<file path="src/design/gvgc_pkg.sv">
package gvgc_pkg;

  localparam int FREQ_W    = 30;
  localparam int RATE_W    = 16;
  localparam int CFG_IDX_W = 2;
  localparam int CFG_DAT_W = 30;

  // request modes
  localparam logic [1:0] MODE_NOTE_ON  = 2'd0;
  localparam logic [1:0] MODE_NOTE_OFF = 2'd1;
  localparam logic [1:0] MODE_TICK     = 2'd2;

  // configuration register indexes
  localparam logic [CFG_IDX_W-1:0] CFG_GLIDE_ENABLE   = 2'd0;
  localparam logic [CFG_IDX_W-1:0] CFG_GLIDE_RATE     = 2'd1;
  localparam logic [CFG_IDX_W-1:0] CFG_SNAP_THRESHOLD = 2'd2;

  localparam logic [RATE_W-1:0] RATE_RESET   = 16'd524;
  localparam logic [FREQ_W-1:0] THRESH_RESET = 30'd6554;

  // one voice as stored in the state memory
  typedef struct packed {
    logic [FREQ_W-1:0] cur;
    logic [FREQ_W-1:0] tgt;
    logic [FREQ_W-1:0] ret;
    logic              glide;
    logic              sound;
  } voice_entry_t;

  localparam int ENTRY_W = $bits(voice_entry_t);

  // request info and settings handed to the update datapath
  typedef struct packed {
    logic [1:0]        mode;
    logic [6:0]        note;
    logic              glide_en;
    logic [RATE_W-1:0] rate;
    logic [FREQ_W-1:0] thr;
  } upd_cmd_t;

  // top octave (notes 120..131), Q14.16 Hz
  function automatic logic [FREQ_W-1:0] pitch_top(input logic [3:0] k);
    logic [FREQ_W-1:0] r;
    case (k)
      4'd0:    r = 30'd548668578;
      4'd1:    r = 30'd581294109;
      4'd2:    r = 30'd615859655;
      4'd3:    r = 30'd652480576;
      4'd4:    r = 30'd691279090;
      4'd5:    r = 30'd732384684;
      4'd6:    r = 30'd775934544;
      4'd7:    r = 30'd822074013;
      4'd8:    r = 30'd870957077;
      4'd9:    r = 30'd922746880;
      4'd10:   r = 30'd977616265;
      4'd11:   r = 30'd1035748353;
      default: r = '0;
    endcase
    return r;
  endfunction

  // note -> pitch: octave by reciprocal multiply (n*43>>9 is exact for n < 128),
  // then shift the top-octave value down with round half up
  function automatic logic [FREQ_W-1:0] pitch_of(input logic [6:0] n);
    logic [12:0]       prod;
    logic [3:0]        oct;
    logic [6:0]        rem;
    logic [3:0]        sh;
    logic [FREQ_W:0]   top;
    logic [FREQ_W:0]   rnd;
    logic [FREQ_W-1:0] r;
    prod = 13'(n) * 13'd43;
    oct  = prod[12:9];
    rem  = n - 7'(oct) * 7'd12;
    sh   = 4'd10 - oct;
    top  = {1'b0, pitch_top(rem[3:0])};
    if (sh == 4'd0) begin
      r = top[FREQ_W-1:0];
    end else begin
      rnd = (top + ((FREQ_W+1)'(1) << (sh - 4'd1))) >> sh;
      r   = rnd[FREQ_W-1:0];
    end
    return r;
  endfunction

endpackage

</file>
<file path="src/design/gvgc_ram.sv">
module gvgc_ram #(
  parameter int WIDTH = 8,
  parameter int DEPTH = 4,
  parameter int AW    = (DEPTH > 1) ? $clog2(DEPTH) : 1
) (
  input  logic             clk,
  input  logic             we,
  input  logic [AW-1:0]    waddr,
  input  logic [WIDTH-1:0] wdata,
  input  logic             re,
  input  logic [AW-1:0]    raddr,
  output logic [WIDTH-1:0] rdata
);

  logic [WIDTH-1:0] mem [DEPTH];

  always_ff @(posedge clk) begin
    if (we) begin
      mem[waddr] <= wdata;
    end
    if (re) begin
      rdata <= mem[raddr];
    end
  end

endmodule

</file>
<file path="src/design/gvgc_update.sv">
module gvgc_update (
  input  logic                   clk,
  input  logic                   capture,
  input  gvgc_pkg::upd_cmd_t     cmd,
  input  gvgc_pkg::voice_entry_t entry_in,
  output gvgc_pkg::voice_entry_t entry_out
);
  import gvgc_pkg::*;

  // first stage: difference, product, snap compare, ROM lookup
  logic signed [FREQ_W:0]     diff;
  logic        [FREQ_W:0]     mag;
  logic signed [FREQ_W+17:0]  prod;

  voice_entry_t               ent;
  logic [1:0]                 mode;
  logic                       glide_en;
  logic signed [FREQ_W+17:0]  prod_q;
  logic                       snap;
  logic                       moving;
  logic [FREQ_W-1:0]          pitch;

  always_comb begin
    diff = $signed({1'b0, entry_in.tgt}) - $signed({1'b0, entry_in.cur});
    mag  = diff[FREQ_W] ? (FREQ_W+1)'(-diff) : diff;
    prod = (FREQ_W+18)'(diff) * $signed((FREQ_W+18)'(cmd.rate));
  end

  always_ff @(posedge clk) begin
    if (capture) begin
      ent      <= entry_in;
      mode     <= cmd.mode;
      glide_en <= cmd.glide_en;
      prod_q   <= prod;
      snap     <= mag < {1'b0, cmd.thr};
      moving   <= entry_in.glide && (entry_in.cur != entry_in.tgt);
      pitch    <= pitch_of(cmd.note);
    end
  end

  // second stage: apply the step (arithmetic shift floors) and new voice state
  logic signed [31:0] step;
  logic        [31:0] sum;

  always_comb begin
    step      = prod_q[47:16];
    sum       = {2'b00, ent.cur} + 32'(step);
    entry_out = ent;
    case (mode)
      MODE_NOTE_ON: begin
        if (glide_en && ent.sound) begin
          entry_out.ret   = ent.cur;
          entry_out.tgt   = pitch;
          entry_out.glide = 1'b1;
        end else begin
          entry_out.cur   = pitch;
          entry_out.tgt   = pitch;
          entry_out.ret   = pitch;
          entry_out.glide = 1'b0;
        end
        entry_out.sound = 1'b1;
      end
      MODE_NOTE_OFF: begin
        entry_out.sound = 1'b0;
        if (ent.glide && (ent.ret != '0)) begin
          entry_out.tgt = ent.ret;
        end
      end
      MODE_TICK: begin
        if (moving) begin
          if (snap) begin
            entry_out.cur   = ent.tgt;
            entry_out.glide = 1'b0;
          end else begin
            entry_out.cur = sum[FREQ_W-1:0];
          end
        end
      end
      default: begin
        entry_out = ent;
      end
    endcase
  end

endmodule

</file>
<file path="src/design/four_voice_glide_controller_core.sv">
// Each request is accepted in IDLE; every voice it visits then passes through
//   READ, CALC and WRITE (read / compute / write-back through the state memory),
//   and each result is registered at write-back. Note on / note off visit one
//   voice, a tick all of them; glide-off ticks and ignored requests: no results.
// Reset: synchronous, active high; clears config to defaults and all voice
//   valid bits, so every voice reads back as zero until first written.
module four_voice_glide_controller_core #(
  parameter int VOICES = 4
) (
  input  logic                             clk,
  input  logic                             rst,
  // request channel
  input  logic                             in_valid,
  output logic                             in_ready,
  input  logic [1:0]                       mode,
  input  logic [1:0]                       voice,
  input  logic [6:0]                       note,
  // result channel
  output logic                             out_valid,
  input  logic                             out_ready,
  output logic [1:0]                       out_voice,
  output logic [gvgc_pkg::FREQ_W-1:0]      frequency,
  output logic                             gate,
  output logic                             gliding,
  output logic                             last,
  // configuration write channel
  input  logic                             cfg_valid,
  output logic                             cfg_ready,
  input  logic [gvgc_pkg::CFG_IDX_W-1:0]   cfg_index,
  input  logic [gvgc_pkg::CFG_DAT_W-1:0]   cfg_data
);
  import gvgc_pkg::*;

  localparam int VIDX_W = (VOICES > 1) ? $clog2(VOICES) : 1;

  localparam logic [1:0] ST_IDLE  = 2'd0;
  localparam logic [1:0] ST_READ  = 2'd1;
  localparam logic [1:0] ST_CALC  = 2'd2;
  localparam logic [1:0] ST_WRITE = 2'd3;

  // ---------------------------------------------------------------------------
  // Configuration registers; writes are always taken.
  // ---------------------------------------------------------------------------
  logic              glide_enable;
  logic [RATE_W-1:0] glide_rate;
  logic [FREQ_W-1:0] snap_threshold;

  assign cfg_ready = 1'b1;

  always_ff @(posedge clk) begin
    if (rst) begin
      glide_enable   <= 1'b0;
      glide_rate     <= RATE_RESET;
      snap_threshold <= THRESH_RESET;
    end else if (cfg_valid && cfg_ready) begin
      case (cfg_index)
        CFG_GLIDE_ENABLE:   glide_enable   <= cfg_data[0];
        CFG_GLIDE_RATE:     glide_rate     <= cfg_data[RATE_W-1:0];
        CFG_SNAP_THRESHOLD: snap_threshold <= cfg_data[FREQ_W-1:0];
        default: ;
      endcase
    end
  end

  // ---------------------------------------------------------------------------
  // Sequencer. One request at a time; each voice visited goes through
  // READ (memory address out), CALC (data back, product registered) and
  // WRITE (write back + load result register). The next read of any voice
  // starts only after the write-back edge, so no forwarding is needed.
  // ---------------------------------------------------------------------------
  logic [1:0]        state;
  logic [1:0]        state_next;
  logic [VIDX_W-1:0] idx;
  logic              multi;      // tick: walk all voices
  logic [1:0]        req_mode;
  logic [6:0]        req_note;
  logic              vld_q;      // valid bit of the entry being read
  logic [VOICES-1:0] vld;        // entry written since reset

  logic [31:0]       voice_ext;
  logic              in_acc;
  logic              take_tick;
  logic              take_note;
  logic              out_free;
  logic              wb;
  logic              wb_last;

  assign voice_ext = {30'd0, voice};
  assign in_ready  = (state == ST_IDLE);
  assign in_acc    = in_valid && in_ready;
  assign take_tick = (mode == MODE_TICK) && glide_enable;
  assign take_note = ((mode == MODE_NOTE_ON) || (mode == MODE_NOTE_OFF)) &&
                     (voice_ext < VOICES);
  assign out_free  = !out_valid || out_ready;
  assign wb        = (state == ST_WRITE) && out_free;
  assign wb_last   = !multi || (32'(idx) == VOICES - 1);

  always_comb begin
    state_next = state;
    case (state)
      ST_IDLE:  if (in_acc && (take_tick || take_note)) state_next = ST_READ;
      ST_READ:  state_next = ST_CALC;
      ST_CALC:  state_next = ST_WRITE;
      ST_WRITE: if (wb) state_next = wb_last ? ST_IDLE : ST_READ;
      default:  state_next = ST_IDLE;
    endcase
  end

  always_ff @(posedge clk) begin
    if (rst) begin
      state <= ST_IDLE;
      vld   <= '0;
      multi <= 1'b0;
      idx   <= '0;
    end else begin
      state <= state_next;
      if (in_acc) begin
        multi <= take_tick;
        idx   <= take_tick ? '0 : voice_ext[VIDX_W-1:0];
      end else if (wb && !wb_last) begin
        idx <= idx + VIDX_W'(1);
      end
      if (wb) begin
        vld[idx] <= 1'b1;
      end
    end
  end

  always_ff @(posedge clk) begin
    if (in_acc) begin
      req_mode <= mode;
      req_note <= note;
    end
    if (state == ST_READ) begin
      vld_q <= vld[idx];
    end
  end

  // ---------------------------------------------------------------------------
  // Voice state memory and update datapath
  // ---------------------------------------------------------------------------
  voice_entry_t ram_rdata;
  voice_entry_t entry_in;
  voice_entry_t entry_out;
  upd_cmd_t     cmd;

  gvgc_ram #(
    .WIDTH (ENTRY_W),
    .DEPTH (VOICES),
    .AW    (VIDX_W)
  ) u_ram (
    .clk   (clk),
    .we    (wb),
    .waddr (idx),
    .wdata (entry_out),
    .re    (state == ST_READ),
    .raddr (idx),
    .rdata (ram_rdata)
  );

  // never-written voices read as all zero
  assign entry_in = vld_q ? ram_rdata : '0;

  assign cmd.mode     = req_mode;
  assign cmd.note     = req_note;
  assign cmd.glide_en = glide_enable;
  assign cmd.rate     = glide_rate;
  assign cmd.thr      = snap_threshold;

  gvgc_update u_update (
    .clk       (clk),
    .capture   (state == ST_CALC),
    .cmd       (cmd),
    .entry_in  (entry_in),
    .entry_out (entry_out)
  );

  // ---------------------------------------------------------------------------
  // Result register: holds one result so the sequencer keeps going while the
  // consumer is slow; write-back waits only when it is still full.
  // ---------------------------------------------------------------------------
  logic [VIDX_W+1:0] idx_ext;
  assign idx_ext = {2'b00, idx};

  always_ff @(posedge clk) begin
    if (rst) begin
      out_valid <= 1'b0;
    end else if (wb) begin
      out_valid <= 1'b1;
    end else if (out_ready) begin
      out_valid <= 1'b0;
    end
  end

  always_ff @(posedge clk) begin
    if (wb) begin
      out_voice <= idx_ext[1:0];
      frequency <= entry_out.cur;
      gate      <= entry_out.sound;
      gliding   <= entry_out.glide;
      last      <= wb_last;
    end
  end

endmodule

</file>
<file path="config.mk">
export PLATFORM = sky130hd
export DESIGN_NAME = four_voice_glide_controller_core
export DESIGN_NICKNAME = d
export VERILOG_FILES = /design/src/design/gvgc_pkg.sv /design/src/design/gvgc_ram.sv /design/src/design/gvgc_update.sv /design/src/design/four_voice_glide_controller_core.sv
export SDC_FILE = /design/constraint.sdc
export NUM_CORES = 2
export LEC_CHECK = 0
export BUFFER_PORTS_ARGS = -buffer_cell sky130_fd_sc_hd__buf_2
export CAP_MARGIN = 20
export CORE_MARGIN = 2
export CORE_UTILIZATION = 50
export DETAILED_ROUTE_END_ITERATION = 12
export GPL_ROUTABILITY_DRIVEN = 0
export PLACE_DENSITY = 0.68
export SETUP_SLACK_MARGIN = 0.05
export SLEW_MARGIN = 20
export SYNTH_ARGS = -nofsm -noshare
export SYNTH_HDL_FRONTEND = slang
export SYNTH_SLANG_ARGS = --single-unit
</file>
<file path="constraint.sdc">
create_clock -name clk -period 12.6 [get_ports clk]
set_clock_uncertainty 0.2 [all_clocks]
set_input_delay 1.26 -clock clk [delete_from_list [all_inputs] [get_ports clk]]
set_output_delay 1.26 -clock clk [all_outputs]
set_load 0.02 [all_outputs]
</file>
==> metrics.txt <==
largest net degree at the start of global routing=78; Row Count=119; fin nets=5569; cell with the most instances after synthesis=inv_1; GRT overflow=0; gr usage total=0.266; Core Region=0.105 mm²; port bufs=84; Most Frequent Cell on Critical Path=fa_1; type of origin of the critical path=flip-flop; # clock sinks=719; Post-synth top cells=682 x inv_1, 662 x edfxtp_1, 594 x nand2_1; io pins=between 80 and 90; Cells after Synth=4800; Worst Setup End Kind=flip-flop; max cap viols=0; CTS resizes=0; Setup CP Type=flip-flop to flip-flop; Mapped Area=0.0527 mm²; Crit-path slowest cell=a2111oi_1; DRT met1 WL=~59000 µm; met3 WL=12000 µm; DP HPWL=99000 µm; yosys warns=0; multi-input logic area=0.0284 mm²; Root Buffer=clkbuf_16; Worst Hold Class=flip-flop to flip-flop; Antenna Nets Post-Route=0; Slew headroom=0.245; Register Area=0.0210 mm²; TritonCTS clock tree=done; final period demand of the worst path=10.66 ns; Layout fillers=8923; setup bufs post-CTS=0; hold_buf cts=0; Yosys top cell by area=edfxtp_1; DRT iter0 DRCs=3652; crit-path leading delay family=adder cells; post-synth top area share=0.377; via/cell ratio=5.88; Final Cycle Share=0.846; Crit path required time=~13 ns; Worst-Skew Late Latency=0.67 ns; Clock Pin Slew Worst Setup and Hold Paths=0.06 ns; Final Hold Viols=0; Inserted Clock Buffers=79; DR top layer=met5; Synth-to-Final Area Change=8.70%; wire per inst=22.5 µm; final setup fails=0; register area share after synthesis=0.399; RSZ-0062 raised after global routing=false; clock tree buffer depth=3; Max Fclk=between 90 and 100 MHz; Fin Hold WS=roughly 0.22 ns; Die ar.=~0.11 mm²; DR pass1 iterations=6; Post-synth EDFFs=around 660; post-synthesis register bit count=about 720; via count=36700; Total Wirelength=140000 µm; max incr delay on CP=0.90 ns; initial antenna violation count=5; share of cells above drive strength 1=0.0951; largest cells by area after synthesis=edfxtp_1 38%, fa_1 18%, ha_1 6.2%; Die Span Y=roughly 330 µm; Buf+Inv Stages, Crit Path=6; Arr. time, crit path=about 11 ns; Die W=roughly 330 µm; Post-synth top flop=edfxtp_1; drt drc=0; Post-synth ARST share=0; vias in the first global route=37200; H-tree Lvls=3; Max FO, Critical Path=47; outcome=completed; Worst-Margin Slew=1.12 ns; Initial Utilization=0.502; met2 wire len=~65000 µm; setup TNS=0 ns; Cell variety after synth=97; Slew Limit Fails=0; syn nets=about 5600; syn avg cell area=~11 µm²; first-pass GRT wire length=roughly 220000 µm
==> worst paths after layout <==
check	from	end	slack [ns]	cells past startpoint
setup reg to reg	vld_q	u_update.prod_q[43]	1.94	30
hold / removal	req_mode[0]	u_update.mode[0]	0.22	0
hold reg to reg	req_mode[0]	u_update.mode[0]	0.22	0
setup / recovery	vld_q	u_update.prod_q[43]	1.94	30
==> state kept, by name (all words and copies together) (netlist names), 2 cells and up <==
signal and count:
req_note 7, req_mode 2, vld 4, out_voice 2
state 2, snap_threshold 30, u_update.prod_q 30, idx 2
u_update.pitch 30, u_ram.mem 368, u_ram.rdata 92, frequency 30
glide_rate 16, u_update.ent 92, u_update.mode 2
==> area by class of cell <==
cell class,count,share of cell area
clock buffers,88,0.0354
inverters,687,0.0450
flip-flops and latches,719,0.367
diodes,2,0.0000873
clock inverters,54,0.00967
multi-input cells,3143,0.495
well taps,1391,0.0304
repair buffers,159,0.0172
==> logic make-up after synthesis <==
logic type / after synthesis / share of synthesized area
DFF: 719 / 0.399
adders and majority gates: 732 / 0.241
other: 1 / 0.0000711
AOI/OAI and AO/OA: 774 / 0.0959
xor gates and xnor gates: 142 / 0.0243
muxes: 129 / 0.0496
buffers and inverters: 938 / 0.0670
and+or+nand+nor: 1365 / 0.124
==> routing by layer <==
layer,global-route usage,up-vias
met4,0.0938,2
met2,0.419,1739
met1,0.375,18400
met3,0.0437,268
met5,0,-
li1,-,16300
==> placed cells by master (no fill, tap or decap), types with 82 or more instances in the layout <==
cell type | synthesis | routed
a21oi_1 | 222 | 221
and2_1 | 285 | 284
buf_2 | 9 | 84
edfxtp_1 | 662 | 662
fa_1 | 470 | 470
ha_1 | 262 | 260
inv_1 | 682 | 682
mux4_2 | 105 | 105
nand2_1 | 594 | 593
nor2_1 | 207 | 206
o21ai_0 | 129 | 129
xnor2_1 | 92 | 82
==> stage by stage <==
step                      worst slack [ns]  utilization  std cells  area, µm²
final                                 1.94        0.546       6243      57300
after global routing                  1.30        0.546       6243      57300
after CTS                             1.89        0.546       6240      57300
after detailed placement              1.94        0.521       6098      54700
after global placement                2.10        0.521       6098      54700
after floorplan                       3.28            -       4800      52700
Power is left out: the tool's default activity adds up to more than one toggle a clock period on the data nets, which glitch-free logic cannot reach.
